File: config.mk
export PLATFORM = sky130hd
export DESIGN_NAME = imu_dead_reckoning_step
export DESIGN_NICKNAME = d
export VERILOG_FILES = /design/src/hdl/imu_dr_pkg.sv /design/src/hdl/imu_dead_reckoning_step.sv
export SDC_FILE = /design/constraint.sdc
export NUM_CORES = 2
export LEC_CHECK = 0
export BUFFER_PORTS_ARGS = -buffer_cell sky130_fd_sc_hd__buf_2
export CORE_ASPECT_RATIO = 1.25
export CORE_MARGIN = 4
export CORE_UTILIZATION = 54
export CTS_CLUSTER_DIAMETER = 200
export DETAILED_ROUTE_END_ITERATION = 7
export GPL_ROUTABILITY_DRIVEN = 0
export PLACE_DENSITY = 0.74
export SYNTH_ARGS = -nofsm -noshare
export SYNTH_HDL_FRONTEND = slang
export SYNTH_SLANG_ARGS = --single-unit
File: constraint.sdc
create_clock -name clk_i -period 12.7 [get_ports clk_i]
set_input_delay 1.905 -clock clk_i [delete_from_list [all_inputs] [get_ports clk_i]]
set_output_delay 1.905 -clock clk_i [all_outputs]
set_load 0.05 [all_outputs]
File: src/hdl/imu_dr_pkg.sv
// Shared types, constants and helpers for the IMU dead-reckoning step.
package imu_dr_pkg;

  localparam int COUNT_BITS = 8;
  localparam int ANGLE_BITS = 16;

  localparam logic [16:0] POLY_A = 17'd102944;
  localparam logic [16:0] POLY_B = 17'd42048;
  localparam logic [16:0] POLY_C = 17'd4640;

  localparam int IN_BITS  = 240;
  localparam int OUT_BITS = 96;
  localparam int ADDR_BITS = 5;

  // Register indexes on the configuration port
  localparam logic [2:0] REG_BIAS    = 3'd0;
  localparam logic [2:0] REG_JUMP    = 3'd1;
  localparam logic [2:0] REG_GRAVITY = 3'd2;
  localparam logic [2:0] REG_LIM_XY  = 3'd3;
  localparam logic [2:0] REG_LIM_Z   = 3'd4;
  localparam logic [2:0] REG_PERIOD  = 3'd5;

  typedef enum logic [3:0] {
    ST_IDLE,
    ST_AXIS_AT,
    ST_AXIS_HALF,
    ST_AXIS_VT,
    ST_SIN_X2,
    ST_SIN_C,
    ST_SIN_B,
    ST_SIN_A,
    ST_MAT,
    ST_ROT,
    ST_FINAL,
    ST_OUT
  } state_e;

  typedef enum logic [1:0] {
    MODE_SET,
    MODE_ADD,
    MODE_SUB
  } mat_mode_e;

  // Clamp to the signed 32-bit range
  function automatic logic signed [31:0] sat32(input logic signed [63:0] v);
    logic signed [31:0] r;
    if (v > 64'sd2147483647) r = 32'sh7fffffff;
    else if (v < -64'sd2147483648) r = 32'sh80000000;
    else r = v[31:0];
    return r;
  endfunction

endpackage

File: src/hdl/imu_dead_reckoning_step.sv
// Top level of the IMU strapdown dead-reckoning step with still-axis clearing.
//
// One item (three Q16.16 accelerations, yaw/pitch/roll binary angles and a corrected
// pose) goes in; one item (composed position, increment plus previous increment)
// comes out. All arithmetic runs through one shared 34 x 20 bit signed multiplier
// under a small sequencer, each multiply using two phases (operand and product
// register, then write-back). The steps in order are the three axis updates, six
// sine/cosine evaluations, the rotation matrix, the matrix-vector product and the
// output composition. The input side stays not ready until the result is taken and
// the sequencer is back in idle, so a new item is accepted only after the previous
// result has been taken.
// Configuration sits on an APB-style port, register i at byte address 4*i; write
// it only while the block is idle.
module imu_dead_reckoning_step (
  input  logic                              clk_i,
  input  logic                              rst_ni,
  // accel_x, accel_y, accel_z, yaw_angle, pitch_angle, roll_angle, pose_x,
  // pose_y, pose_z (from bit 0 up)
  input  logic [imu_dr_pkg::IN_BITS-1:0]    s_axis_tdata_i,
  input  logic                              s_axis_tvalid_i,
  output logic                              s_axis_tready_o,
  // out_x, out_y, out_z (from bit 0 up)
  output logic [imu_dr_pkg::OUT_BITS-1:0]   m_axis_tdata_o,
  output logic                              m_axis_tvalid_o,
  input  logic                              m_axis_tready_i,
  input  logic                              psel,
  input  logic                              penable,
  input  logic                              pwrite,
  input  logic [imu_dr_pkg::ADDR_BITS-1:0]  paddr,
  input  logic [31:0]                       pwdata,
  output logic [31:0]                       prdata,
  output logic                              pready
);

  localparam int FB = imu_dr_pkg::ANGLE_BITS - 2;
  localparam int CB = imu_dr_pkg::COUNT_BITS;
  localparam logic [CB-1:0] CMAX = {CB{1'b1}};
  localparam logic [imu_dr_pkg::ANGLE_BITS-1:0] QUARTER =
    imu_dr_pkg::ANGLE_BITS'(1) << FB;

  // Matrix operand sources
  localparam logic [2:0] SRC_SY = 3'd0;
  localparam logic [2:0] SRC_CY = 3'd1;
  localparam logic [2:0] SRC_SP = 3'd2;
  localparam logic [2:0] SRC_CP = 3'd3;
  localparam logic [2:0] SRC_SR = 3'd4;
  localparam logic [2:0] SRC_CR = 3'd5;
  localparam logic [2:0] SRC_P0 = 3'd6;
  localparam logic [2:0] SRC_P1 = 3'd7;
  // Destinations 0..8 are matrix entries, then the two partial products
  localparam logic [3:0] DST_P0 = 4'd9;
  localparam logic [3:0] DST_P1 = 4'd10;

  // ---------------------------------------------------------------- config
  logic [16:0] bias_q;
  logic [30:0] jump_q;
  logic [20:0] grav_q;
  logic [7:0]  lim_xy_q;
  logic [7:0]  lim_z_q;
  logic [16:0] period_q;
  logic [2:0]  reg_idx;
  logic        cfg_wr;

  assign pready  = 1'b1;
  assign reg_idx = paddr[4:2];
  assign cfg_wr  = psel && penable && pwrite && pready;

  always_ff @(posedge clk_i or negedge rst_ni) begin
    if (!rst_ni) begin
      bias_q   <= 17'd655;
      jump_q   <= 31'd32768;
      grav_q   <= 21'd642908;
      lim_xy_q <= 8'd20;
      lim_z_q  <= 8'd15;
      period_q <= 17'd2185;
    end else if (cfg_wr) begin
      case (reg_idx)
        imu_dr_pkg::REG_BIAS:    bias_q   <= pwdata[16:0];
        imu_dr_pkg::REG_JUMP:    jump_q   <= pwdata[30:0];
        imu_dr_pkg::REG_GRAVITY: grav_q   <= pwdata[20:0];
        imu_dr_pkg::REG_LIM_XY:  lim_xy_q <= pwdata[7:0];
        imu_dr_pkg::REG_LIM_Z:   lim_z_q  <= pwdata[7:0];
        imu_dr_pkg::REG_PERIOD:  period_q <= pwdata[16:0];
        default: ;
      endcase
    end
  end

  always_comb begin
    case (reg_idx)
      imu_dr_pkg::REG_BIAS:    prdata = {15'd0, bias_q};
      imu_dr_pkg::REG_JUMP:    prdata = {1'b0, jump_q};
      imu_dr_pkg::REG_GRAVITY: prdata = {11'd0, grav_q};
      imu_dr_pkg::REG_LIM_XY:  prdata = {24'd0, lim_xy_q};
      imu_dr_pkg::REG_LIM_Z:   prdata = {24'd0, lim_z_q};
      imu_dr_pkg::REG_PERIOD:  prdata = {15'd0, period_q};
      default:                 prdata = 32'd0;
    endcase
  end

  // ---------------------------------------------------------------- control
  imu_dr_pkg::state_e state_q, state_d;
  logic       phase_q, phase_d;
  logic [3:0] cnt_q, cnt_d;
  logic [1:0] col_q, col_d;
  logic       in_acc;

  assign in_acc = s_axis_tvalid_i && s_axis_tready_o;

  // Next state: every multiply state spends phase 0 forming the product and
  // phase 1 writing it back.
  always_comb begin
    state_d = state_q;
    phase_d = phase_q;
    cnt_d   = cnt_q;
    col_d   = col_q;
    case (state_q)
      imu_dr_pkg::ST_IDLE: begin
        if (in_acc) begin
          state_d = imu_dr_pkg::ST_AXIS_AT;
          phase_d = 1'b0;
          cnt_d   = 4'd0;
          col_d   = 2'd0;
        end
      end
      imu_dr_pkg::ST_FINAL: state_d = imu_dr_pkg::ST_OUT;
      imu_dr_pkg::ST_OUT: begin
        if (m_axis_tready_i) state_d = imu_dr_pkg::ST_IDLE;
      end
      default: begin
        phase_d = ~phase_q;
        if (phase_q) begin
          case (state_q)
            imu_dr_pkg::ST_AXIS_AT:   state_d = imu_dr_pkg::ST_AXIS_HALF;
            imu_dr_pkg::ST_AXIS_HALF: state_d = imu_dr_pkg::ST_AXIS_VT;
            imu_dr_pkg::ST_AXIS_VT: begin
              if (cnt_q == 4'd2) begin
                state_d = imu_dr_pkg::ST_SIN_X2;
                cnt_d   = 4'd0;
              end else begin
                state_d = imu_dr_pkg::ST_AXIS_AT;
                cnt_d   = cnt_q + 4'd1;
              end
            end
            imu_dr_pkg::ST_SIN_X2: state_d = imu_dr_pkg::ST_SIN_C;
            imu_dr_pkg::ST_SIN_C:  state_d = imu_dr_pkg::ST_SIN_B;
            imu_dr_pkg::ST_SIN_B:  state_d = imu_dr_pkg::ST_SIN_A;
            imu_dr_pkg::ST_SIN_A: begin
              if (cnt_q == 4'd5) begin
                state_d = imu_dr_pkg::ST_MAT;
                cnt_d   = 4'd0;
              end else begin
                state_d = imu_dr_pkg::ST_SIN_X2;
                cnt_d   = cnt_q + 4'd1;
              end
            end
            imu_dr_pkg::ST_MAT: begin
              if (cnt_q == 4'd13) begin
                state_d = imu_dr_pkg::ST_ROT;
                cnt_d   = 4'd0;
                col_d   = 2'd0;
              end else begin
                cnt_d = cnt_q + 4'd1;
              end
            end
            imu_dr_pkg::ST_ROT: begin
              if (col_q == 2'd2) begin
                col_d = 2'd0;
                if (cnt_q == 4'd2) state_d = imu_dr_pkg::ST_FINAL;
                else cnt_d = cnt_q + 4'd1;
              end else begin
                col_d = col_q + 2'd1;
              end
            end
            default: state_d = imu_dr_pkg::ST_IDLE;
          endcase
        end
      end
    endcase
  end

  always_ff @(posedge clk_i or negedge rst_ni) begin
    if (!rst_ni) begin
      state_q <= imu_dr_pkg::ST_IDLE;
      phase_q <= 1'b0;
      cnt_q   <= 4'd0;
      col_q   <= 2'd0;
    end else begin
      state_q <= state_d;
      phase_q <= phase_d;
      cnt_q   <= cnt_d;
      col_q   <= col_d;
    end
  end

  // Outputs of the sequencer
  always_comb begin
    s_axis_tready_o = (state_q == imu_dr_pkg::ST_IDLE);
    m_axis_tvalid_o = (state_q == imu_dr_pkg::ST_OUT);
  end

  // ---------------------------------------------------------------- datapath
  logic [imu_dr_pkg::IN_BITS-1:0] in_q;
  logic signed [31:0] acc_q   [3];
  logic signed [31:0] vel_q   [3];
  logic signed [31:0] kept_q  [3];
  logic [CB-1:0]      still_q [3];
  logic signed [31:0] prev_q  [3];
  logic signed [31:0] lin_q   [3];
  logic signed [31:0] inc_q   [3];
  logic signed [31:0] out_q   [3];
  logic signed [32:0] at_q;
  logic signed [31:0] half_q;
  logic [16:0]        x_q;
  logic [16:0]        x2_q;
  logic [16:0]        t_q;
  logic               neg_q;
  logic signed [17:0] sc_q [6];
  logic signed [17:0] p_q  [2];
  logic signed [19:0] r_q  [9];
  logic signed [53:0] s_q;
  logic signed [53:0] prod_q;

  logic signed [33:0] mul_a;
  logic signed [19:0] mul_b;
  logic signed [37:0] res16;
  logic [1:0]         ax;
  logic [1:0]         ang_sel;

  assign ax      = cnt_q[1:0];
  assign ang_sel = cnt_q[2:1];
  assign res16   = prod_q[53:16];

  // Sine argument: fold the angle into a quarter-wave abscissa
  logic [15:0]                         ang16;
  logic signed [31:0]                  ang32;
  logic [imu_dr_pkg::ANGLE_BITS-1:0]   ang;
  logic [1:0]                          quad;
  logic [FB+15:0]                      x_wide;
  logic [16:0]                         x_raw;
  logic [16:0]                         x_now;

  always_comb begin
    case (ang_sel)
      2'd0:    ang16 = in_q[111:96];
      2'd1:    ang16 = in_q[127:112];
      default: ang16 = in_q[143:128];
    endcase
    ang32  = 32'($signed(ang16));
    ang    = ang32[imu_dr_pkg::ANGLE_BITS-1:0] + (cnt_q[0] ? QUARTER : '0);
    quad   = ang[imu_dr_pkg::ANGLE_BITS-1 -: 2];
    x_wide = {ang[FB-1:0], 16'd0} >> FB;
    x_raw  = x_wide[16:0];
    x_now  = quad[0] ? (17'd65536 - x_raw) : x_raw;
  end

  // Matrix micro-op table
  logic [2:0]             mat_a_sel, mat_b_sel;
  logic [3:0]             mat_dst;
  imu_dr_pkg::mat_mode_e  mat_mode;
  logic signed [17:0]     mat_a, mat_b;

  always_comb begin
    mat_a_sel = SRC_CY;
    mat_b_sel = SRC_CP;
    mat_dst   = 4'd0;
    mat_mode  = imu_dr_pkg::MODE_SET;
    case (cnt_q)
      4'd0:  begin mat_a_sel = SRC_CY; mat_b_sel = SRC_CP; mat_dst = 4'd0; end
      4'd1:  begin mat_a_sel = SRC_CY; mat_b_sel = SRC_SP; mat_dst = DST_P0; end
      4'd2:  begin mat_a_sel = SRC_SY; mat_b_sel = SRC_SP; mat_dst = DST_P1; end
      4'd3:  begin mat_a_sel = SRC_P0; mat_b_sel = SRC_SR; mat_dst = 4'd1; end
      4'd4:  begin
        mat_a_sel = SRC_SY; mat_b_sel = SRC_CR; mat_dst = 4'd1;
        mat_mode = imu_dr_pkg::MODE_SUB;
      end
      4'd5:  begin mat_a_sel = SRC_P0; mat_b_sel = SRC_CR; mat_dst = 4'd2; end
      4'd6:  begin
        mat_a_sel = SRC_SY; mat_b_sel = SRC_SR; mat_dst = 4'd2;
        mat_mode = imu_dr_pkg::MODE_ADD;
      end
      4'd7:  begin mat_a_sel = SRC_SY; mat_b_sel = SRC_CP; mat_dst = 4'd3; end
      4'd8:  begin mat_a_sel = SRC_P1; mat_b_sel = SRC_SR; mat_dst = 4'd4; end
      4'd9:  begin
        mat_a_sel = SRC_CY; mat_b_sel = SRC_CR; mat_dst = 4'd4;
        mat_mode = imu_dr_pkg::MODE_ADD;
      end
      4'd10: begin mat_a_sel = SRC_P1; mat_b_sel = SRC_CR; mat_dst = 4'd5; end
      4'd11: begin
        mat_a_sel = SRC_CY; mat_b_sel = SRC_SR; mat_dst = 4'd5;
        mat_mode = imu_dr_pkg::MODE_SUB;
      end
      4'd12: begin mat_a_sel = SRC_CP; mat_b_sel = SRC_SR; mat_dst = 4'd7; end
      4'd13: begin mat_a_sel = SRC_CP; mat_b_sel = SRC_CR; mat_dst = 4'd8; end
      default: ;
    endcase
    case (mat_a_sel)
      SRC_P0:  mat_a = p_q[0];
      SRC_P1:  mat_a = p_q[1];
      default: mat_a = sc_q[mat_a_sel];
    endcase
    case (mat_b_sel)
      SRC_P0:  mat_b = p_q[0];
      SRC_P1:  mat_b = p_q[1];
      default: mat_b = sc_q[mat_b_sel];
    endcase
  end

  // Shared multiplier operands
  logic [3:0] r_idx;
  always_comb begin
    r_idx = 4'(cnt_q[1:0]) * 4'd3 + 4'(col_q);
    mul_a = '0;
    mul_b = '0;
    case (state_q)
      imu_dr_pkg::ST_AXIS_AT: begin
        mul_a = 34'(acc_q[ax]);
        mul_b = 20'($signed({1'b0, period_q}));
      end
      imu_dr_pkg::ST_AXIS_HALF: begin
        mul_a = 34'(at_q);
        mul_b = 20'($signed({1'b0, period_q}));
      end
      imu_dr_pkg::ST_AXIS_VT: begin
        mul_a = 34'(vel_q[ax]);
        mul_b = 20'($signed({1'b0, period_q}));
      end
      imu_dr_pkg::ST_SIN_X2: begin
        mul_a = 34'({1'b0, x_now});
        mul_b = 20'({1'b0, x_now});
      end
      imu_dr_pkg::ST_SIN_C: begin
        mul_a = 34'({1'b0, imu_dr_pkg::POLY_C});
        mul_b = 20'({1'b0, x2_q});
      end
      imu_dr_pkg::ST_SIN_B: begin
        mul_a = 34'({1'b0, t_q});
        mul_b = 20'({1'b0, x2_q});
      end
      imu_dr_pkg::ST_SIN_A: begin
        mul_a = 34'({1'b0, t_q});
        mul_b = 20'({1'b0, x_q});
      end
      imu_dr_pkg::ST_MAT: begin
        mul_a = 34'(mat_a);
        mul_b = 20'(mat_b);
      end
      imu_dr_pkg::ST_ROT: begin
        mul_a = 34'(lin_q[col_q]);
        mul_b = r_q[r_idx];
      end
      default: ;
    endcase
  end

  // Axis update: keep test, velocity, still counter
  logic signed [32:0] diff;
  logic [32:0]        abs_diff;
  logic               a_gt_bias;
  logic               keep;
  logic signed [38:0] vel_sum;
  logic [CB-1:0]      still_nx;
  logic [7:0]         lim;
  logic signed [31:0] vel_nx;
  logic signed [34:0] lin_sum;
  logic signed [53:0] s_nx;
  logic signed [37:0] s16;
  logic signed [38:0] pose_sum;
  logic signed [31:0] pose_v;
  logic signed [19:0] mat_val;
  logic signed [19:0] mat_nx;

  always_comb begin
    diff      = 33'(kept_q[ax]) - 33'(acc_q[ax]);
    abs_diff  = diff[32] ? 33'(-diff) : 33'(diff);
    a_gt_bias = !acc_q[ax][31] && (acc_q[ax][30:0] > 31'(bias_q));
    keep      = a_gt_bias && (abs_diff < 33'(jump_q));
    vel_sum   = 39'(vel_q[ax]) + 39'(res16);
    lim       = (ax == 2'd2) ? lim_z_q : lim_xy_q;
    if (keep) still_nx = '0;
    else if (still_q[ax] != CMAX) still_nx = still_q[ax] + CB'(1);
    else still_nx = still_q[ax];
    vel_nx = keep ? imu_dr_pkg::sat32(64'(vel_sum)) : vel_q[ax];
    if (17'(still_nx) > 17'(lim)) vel_nx = '0;
    lin_sum  = 35'($signed(res16[33:0])) + 35'(half_q);
    s_nx     = ((col_q == 2'd0) ? 54'sd0 : s_q) + prod_q;
    s16      = s_nx[53:16];
    case (cnt_q[1:0])
      2'd0:    pose_v = in_q[175:144];
      2'd1:    pose_v = in_q[207:176];
      default: pose_v = in_q[239:208];
    endcase
    pose_sum = 39'(pose_v) + 39'(s16);
    mat_val  = res16[19:0];
    case (mat_mode)
      imu_dr_pkg::MODE_ADD: mat_nx = r_q[mat_dst] + mat_val;
      imu_dr_pkg::MODE_SUB: mat_nx = r_q[mat_dst] - mat_val;
      default:              mat_nx = mat_val;
    endcase
  end

  // State that the reset clears
  always_ff @(posedge clk_i or negedge rst_ni) begin
    if (!rst_ni) begin
      for (int i = 0; i < 3; i++) begin
        vel_q[i]   <= '0;
        kept_q[i]  <= '0;
        still_q[i] <= '0;
        prev_q[i]  <= '0;
      end
    end else if (state_q == imu_dr_pkg::ST_AXIS_AT && phase_q) begin
      vel_q[ax]   <= vel_nx;
      kept_q[ax]  <= keep ? acc_q[ax] : 32'sd0;
      still_q[ax] <= still_nx;
    end else if (state_q == imu_dr_pkg::ST_FINAL) begin
      for (int i = 0; i < 3; i++) prev_q[i] <= inc_q[i];
    end
  end

  // Working registers
  always_ff @(posedge clk_i) begin
    if (!phase_q) prod_q <= mul_a * mul_b;
    if (in_acc) begin
      in_q     <= s_axis_tdata_i;
      acc_q[0] <= s_axis_tdata_i[31:0];
      acc_q[1] <= s_axis_tdata_i[63:32];
      // Take gravity off z at the door
      acc_q[2] <= imu_dr_pkg::sat32(64'($signed(s_axis_tdata_i[95:64])) -
                                    64'($signed({43'd0, grav_q})));
    end
    case (state_q)
      imu_dr_pkg::ST_AXIS_AT:
        if (phase_q) at_q <= keep ? res16[32:0] : 33'sd0;
      imu_dr_pkg::ST_AXIS_HALF:
        if (phase_q) half_q <= prod_q[48:17];
      imu_dr_pkg::ST_AXIS_VT:
        if (phase_q) lin_q[ax] <= imu_dr_pkg::sat32(64'(lin_sum));
      imu_dr_pkg::ST_SIN_X2: begin
        if (!phase_q) begin
          x_q   <= x_now;
          neg_q <= quad[1];
        end else begin
          x2_q <= res16[16:0];
        end
      end
      imu_dr_pkg::ST_SIN_C:
        if (phase_q) t_q <= imu_dr_pkg::POLY_B - res16[16:0];
      imu_dr_pkg::ST_SIN_B:
        if (phase_q) t_q <= imu_dr_pkg::POLY_A - res16[16:0];
      imu_dr_pkg::ST_SIN_A:
        if (phase_q) sc_q[cnt_q[2:0]] <= neg_q ? -res16[17:0] : res16[17:0];
      imu_dr_pkg::ST_MAT: begin
        if (phase_q) begin
          if (mat_dst == DST_P0) p_q[0] <= res16[17:0];
          else if (mat_dst == DST_P1) p_q[1] <= res16[17:0];
          else r_q[mat_dst] <= mat_nx;
          // Bottom-left entry is just minus sine of pitch
          if (cnt_q == 4'd0) r_q[6] <= -20'(sc_q[SRC_SP]);
        end
      end
      imu_dr_pkg::ST_ROT: begin
        if (phase_q) begin
          s_q <= s_nx;
          if (col_q == 2'd2) inc_q[cnt_q[1:0]] <= imu_dr_pkg::sat32(64'(pose_sum));
        end
      end
      imu_dr_pkg::ST_FINAL: begin
        for (int i = 0; i < 3; i++)
          out_q[i] <= imu_dr_pkg::sat32(64'(inc_q[i]) + 64'(prev_q[i]));
      end
      default: ;
    endcase
  end

  assign m_axis_tdata_o = {out_q[2], out_q[1], out_q[0]};

endmodule

Word level (Yosys, flattened, before mapping). Memories as Yosys holds them, arrays and structs flattened. Cells that the tools add are included.

Bits in registers: 890. RAM bits: 708. Input bits: 284. Logic and storage cells: 317. Memories kept: 7.

Memories: r_q (words 9, bits a word 20, read ports 2, clocked after Yosys merged registers in 0, write ports 2, line imu_dead_reckoning_step.sv:220) `logic signed [19:0] r_q [9];`; sc_q (words 6, bits a word 18, read ports 3, clocked after Yosys merged registers in 0, write ports 1, line imu_dead_reckoning_step.sv:218) `logic signed [17:0] sc_q [6];`; acc_q (words 3, bits a word 32, read ports 1, clocked after Yosys merged registers in 0, write ports 3, line imu_dead_reckoning_step.sv:204) `logic signed [31:0] acc_q [3];`; inc_q (words 3, bits a word 32, read ports 3, clocked after Yosys merged registers in 0, write ports 1, line imu_dead_reckoning_step.sv:210) `logic signed [31:0] inc_q [3];`; lin_q (words 3, bits a word 32, read ports 1, clocked after Yosys merged registers in 0, write ports 1, line imu_dead_reckoning_step.sv:209) `logic signed [31:0] lin_q [3];`; out_q (words 3, bits a word 32, read ports 3, clocked after Yosys merged registers in 0, write ports 3, line imu_dead_reckoning_step.sv:211) `logic signed [31:0] out_q [3];`; 1 more memories.

Add/sub/neg operators: 22. Multipliers: 2. Magnitude comparators: 19. Equality and inequality tests: 52. Muxes and demuxes: 126. Bitwise operators: 4. Reductions and logical operators: 54.

Operator list (count): 2-to-1 mux 32 bit (31); case mux 34 bit (8 select lines) (1); bitwise mux 96 bit (2); case mux 31 bit (6 select lines) (1); greater-than comparator 33 x 32 -> 1 bit (second input constant) (4); less-than comparator 33 x 32 -> 1 bit (second input constant) (4); binary-select mux 32 bit (select 2 bit) (2); case mux 20 bit (6 select lines) (1); adder 32 x 32 -> 33 bit (3); adder 32 x 38 -> 39 bit (2); greater-than comparator 39 x 32 -> 1 bit (second input constant) (2); less-than comparator 39 x 32 -> 1 bit (second input constant) (2); case mux 18 bit (2 select lines) (2); case mux 4 bit (9 select lines) (2); demux 32 bit (select 2 bit) (1); case mux 32 bit (2 select lines) (1); 2-to-1 mux 4 bit (14); adder 54 bit (1); multiplier 34 x 20 -> 54 bit (1); 2-to-1 mux 54 bit (1); 2-to-1 mux 17 bit (3); == test 4 bit (second input constant) (12); 2-to-1 mux 8 bit (6); case mux 20 bit (2 select lines) (1); 75 further kinds (179).

Longest topological paths before layout.
Word-level depth: 13. Mapped depth: 51. Gate-level depth less buffers: 40.

Worst setup path after synthesis. OpenSTA, ideal clock, no wires.

Path type: register to register. Start point: register cnt_q[1]. End point: register prod_q[47] (data pin). Arrival: 12.123 ns. Setup slack: 0.311 ns. Cell stages (with the launch flop): 45. Path buffers: 10. Cell sequence: dfrtp_1 -> clkbuf_1 -> buf_2 -> buf_2 -> buf_2 -> buf_1 -> clkbuf_1 -> clkbuf_1 -> buf_1 -> inv_1 -> ha_1 -> o21ai_1 -> or2_2 -> clkbuf_1 -> a2111oi_0 -> nor2_1 -> nor2_1 -> clkbuf_1 -> (+9 left out) -> fa_1 -> inv_1 -> fa_1 -> inv_1 -> ha_1 -> a21o_1 -> a21o_1 -> a21oi_1 -> o21bai_1 -> a21o_1 -> a21o_1 -> a221o_1 -> o21a_1 -> nor2_1 -> o21ai_0 -> a2111oi_0 -> nor3_1 -> xor2_1.

Word-level cells in the longest chain between the ends: 7. Elaborated cells between the ends (all ways): 46. Classes of those cells: add/sub: 3; mul: 2; eq/ne: 18; mux: 11; bitwise: 1; reduce/logical: 8; memory: 3.

Ends and longest elaborated chain: start, declared (line imu_dead_reckoning_step.sv:104) `logic [3:0] cnt_q, cnt_d;`; start signal, assigned (line imu_dead_reckoning_step.sv:191) `cnt_q <= cnt_d;`; == test 2 x 1 -> 1 bit, or another cell as far along (line imu_dead_reckoning_step.sv:244) `case (ang_sel)`; case mux 16 bit (2 select lines), or another cell as far along (line imu_dead_reckoning_step.sv:244); adder 16 x 15 -> 16 bit, or another cell as far along (line imu_dead_reckoning_step.sv:250) `ang = ang32[imu_dr_pkg::ANGLE_BITS-1:0] + (cnt_q[0] ? QUARTER : '0);`; subtractor 17 x 16 -> 17 bit, or another cell as far along (line imu_dead_reckoning_step.sv:254) `x_now = quad[0] ? (17'd65536 - x_raw) : x_raw;`; 2-to-1 mux 17 bit, or another cell as far along (line imu_dead_reckoning_step.sv:254); case mux 34 bit (8 select lines) or case mux 20 bit (6 select lines) (tied branches) (line imu_dead_reckoning_step.sv:315) `case (state_q)`; multiplier 34 x 20 -> 54 bit (*) (line imu_dead_reckoning_step.sv:422) `if (!phase_q) prod_q <= mul_a * mul_b;`; end signal, assigned (line imu_dead_reckoning_step.sv:422); end, declared (line imu_dead_reckoning_step.sv:222) `logic signed [53:0] prod_q;`.

Mark *: on every way between the ends. The rest lies on a longest branch, timed or not. The select of a mux whose other input is x is not followed. A chain may end at the register's enable or synchronous reset.

Worst setup path in the final report. Ends and elaborated chain as after synthesis.

==> impl_results.md <==
- Hpwl dp: 237,000 um
- Clock transition at path regs: 0.07 ns
- Library cells used by synthesis: 115
- Worst slew margin: 5.77%
- CP max FO: 23
- Fmax: 81.7 MHz
- Synth area leaders: edfxtp_1 (31%), fa_1 (13%), dfrtp_1 (9.4%)
- Unrepaired setup endpoints after global routing: false
- Switch share: 22.8%
- DRT Pass-1 Iters: 8
- Clock Sinks: 1,500
- CP required: 13.22 ns
- CTS Hold Bufs: 0
- Tot Pwr: 10.6 mW
- Gate Count Post-Synth: 10,000
- Share of the synthesized area in the top cell type: 30.7%
- Leakage: 50.2 nW
- Compound-Gate Fraction of Synth Area: 13.3%
- DIE AREA: 202,000 sq um
- YS warnings: 0
- Largest family of logic cells by synthesized area: adder cells
- Xor/xnor share of the synthesized area: 3.76%
- Inserted Clock Buffers: 149
- Power Density: 91.3 nW/um^2
- Layout cell share with drive strength beyond 1: 12.9%
- Vias in the first global route: 81,800
- Seq pwr share: 50.7%
- Crit path time final: 12.24 ns
- Status: finished with violations
- Critical path endpoint category: flip-flop
- Mean Syn Cell Area: 10.5 sq um
- Syn_nets: 11,500
- Crit path largest cell delay: 1.07 ns
- Reg2Reg Depth: 39
- Clk Latency, worst-skew pair: 0.83 ns
- Fill cell count: 15,400
- Clock Path Buffers: 3
- Pin count of the biggest net entering global routing: 173
- Class of the worst hold path: flip-flop to flip-flop
- Total wire length: 317,000 um
- Final hold vios: 0
- Multi-input logic area: 56,900 sq um
- Mapped Area: 105,000 sq um
- Area growth from synthesis to layout: 10.5%
- Slew Limit Fails: 0
- Row count: 180
- Core area: 193,000 sq um
- Mux contribution to synthesized area: 5.74%
- # port buffers: 409
- Place WS: 0.948 ns
- Synth Flop Type: edfxtp_1
- Antenna viol nets, final: 0
- Worst Tran Pin Value: 1.41 ns
- Final setup vio count: 0
- GRT overflow: 0
- Post-Synth Adder-Cell Area: 19.4%
- Setup Skew: 0.0575 ns
- Crit path top cell by count: fa_1
- Failing checks: DRC
- Post-synth EDFFs: 1,075
- Max rail drop VDD: 0.000107 V
- Critical path data arrival time: 12.76 ns
- Async set or reset register ratio after synthesis: 28.3%
- Initial antenna violation count: 32
- Seq/Total Area, Yosys: 40.9%
- Via count: 80,900
- Clock power frac: 44.0%
- Synthesis-stage register bit count: 1,500
- Initial DRC count: 8,599
- Fin Setup TNS: 0 ns
- Count leader, synth: nand2_1
- Final worst slack: 0.462 ns
- Die height: 501 um
- Total Nets Final: 11,900
- Starting Density: 54.4%
- Post-cts resize count: 0
- NetSw: 2.42 mW
- Part of the cycle the worst path needs: 96.4%
- Ports: 415
- Largest area contributor in the netlist: edfxtp_1
- Setup bufs post-CTS: 0
- Synth Area in Simple Gates: 11.6%
- GRT Resource Usage Total: 31.1%
- Reg area: 43,000 sq um
- Hold path cells: 2
- Wire length per cell: 24.2 um
- Global-route wire length before repair: 481,000 um
- List of most frequent post-synthesis cells: nand2_1 (1,136), edfxtp_1 (1,075), inv_1 (1,021)
- Chip Width: 403 um
- CP startpoint kind: flip-flop
- Logic pwr share: 5.3%
- CTS tree: yes
- Deepest level of the CTS H-tree: 4
- Clock root buffer: clkbuf_16
- Max Cap Viol: 0
- Setup CP Type: flip-flop to flip-flop
- Vias per cell: 6.19
- Post-route DRC violation count: 1
- Crit-path slowest cell: a2111oi_0
- Pint: 8.18 mW
[cell type report]
cell class	instances	area share, %
Clock buffer	190	3.50
Clock inverter	84	0.924
Sequential cell	1500	37.0
Timing Repair Buffer	657	3.44
Multi-Input combinational cell	7045	49.0
Tap cell	2548	2.75
Antenna cell	24	0.0517
Inverter	1023	3.31
[cells by family (layout without fill, tap and decap cells)]
family / after synthesis / count (layout)
AO/OA/AOI/OAI: 2180 / 2180
XOR/XNOR: 449 / 449
adder cells (fa/ha/maj): 1233 / 1233
buffers and inverters: 1474 / 1954
flip-flops: 1500 / 1500
multiplexers: 476 / 476
other: 2 / 26
AND/OR/NAND/NOR: 2705 / 2705
[worst max-delay path, delay by kind of cell (launching register included)]
kind                       cells  cell delay (ns)
and+or+nand+nor                6             1.64
DFF                            1             0.42
buffers and inverters         10             1.58
adders and majority gates      9             4.09
AOI/OAI and AO/OA             13             4.01
xor gates and xnor gates       1             0.16
[sequential cells by signal, indices dropped and copies added (netlist names), 21 cells and up]
signal / count
acc_q: 32
at_q: 33
grav_q: 21
half_q: 32
in_q: 208
inc_q: 96
jump_q: 31
kept_q: 96
lin_q: 96
out_q: 96
p_q: 36
prev_q: 96
prod_q: 54
r_q: 180
s_q: 54
sc_q: 108
still_q: 24
vel_q: 96
[cell usage in the layout (no fill, tap or decap), types with 48 or more instances in the layout]
cell type / count
mux2i_1: 233
inv_1: 1021
dfrtp_1: 391
nor3_1: 101
nor2_1: 720
xor2_1: 163
a32o_1: 57
o21ai_1: 104
or3_1: 51
nor2b_1: 138
and3_1: 69
and2_1: 63
a211oi_1: 60
a21o_1: 197
edfxtp_1: 1075
a21oi_1: 488
ha_1: 538
buf_4: 242
nand3_1: 109
nand2_1: 1132
o21ai_0: 594
clkbuf_16: 153
mux2_2: 158
o31ai_1: 71
a22oi_1: 64
or2_2: 48
o21a_1: 78
mux4_2: 85
buf_2: 408
xnor2_1: 284
nand2b_1: 110
o21bai_1: 54
fa_1: 672
[metrics by stage]
step / utilization [%] / instance area, sq um / instances / hold WS, ns
after floorplan: - / 105000 / 10000 / 0.448
after global placement: 57.4 / 111000 / 12800 / 0.458
after detailed placement: 57.4 / 111000 / 12800 / 0.465
after CTS: 60.1 / 116000 / 13000 / 0.478
after global routing: 60.1 / 116000 / 13100 / 0.498
final: 60.1 / 116000 / 13100 / 0.476
[metal layers]
| layer | up-vias | share of wire [%] | track usage [%] |
|---|---|---|---|
| met5 | - | 0.020 | 0 |
| met4 | 10 | 8.1 | 21.3 |
| met3 | 1251 | 9.3 | 6.51 |
| met2 | 4279 | 48 | 51.4 |
| met1 | 39700 | 35 | 36.6 |
| li1 | 35600 | - | - |
[power groups by stage]
stage               clock, mW  combinational (mW)  sequential (mW)
CTS                      4.70               0.563             5.37
floorplan                   0               0.358             5.44
global route             4.91               0.623             5.37
global placement            0               0.538             5.46
finish                   4.66               0.567             5.37
detailed placement          0               0.557             5.47
[final timing paths]
kind,to,slack (ns),startpoint
worst max-delay path,prod_q[47],0.46,cnt_q[1]
worst min-delay path,vel_q[85],0.48,vel_q[85]
worst max register to register,prod_q[47],0.46,cnt_q[1]
worst min register to register,vel_q[85],0.48,vel_q[85]
max in group asynchronous,prev_q[30],9.64,rst_ni
min in group asynchronous,jump_q[18],1.05,rst_ni
(Power assumes the default switching activity.)
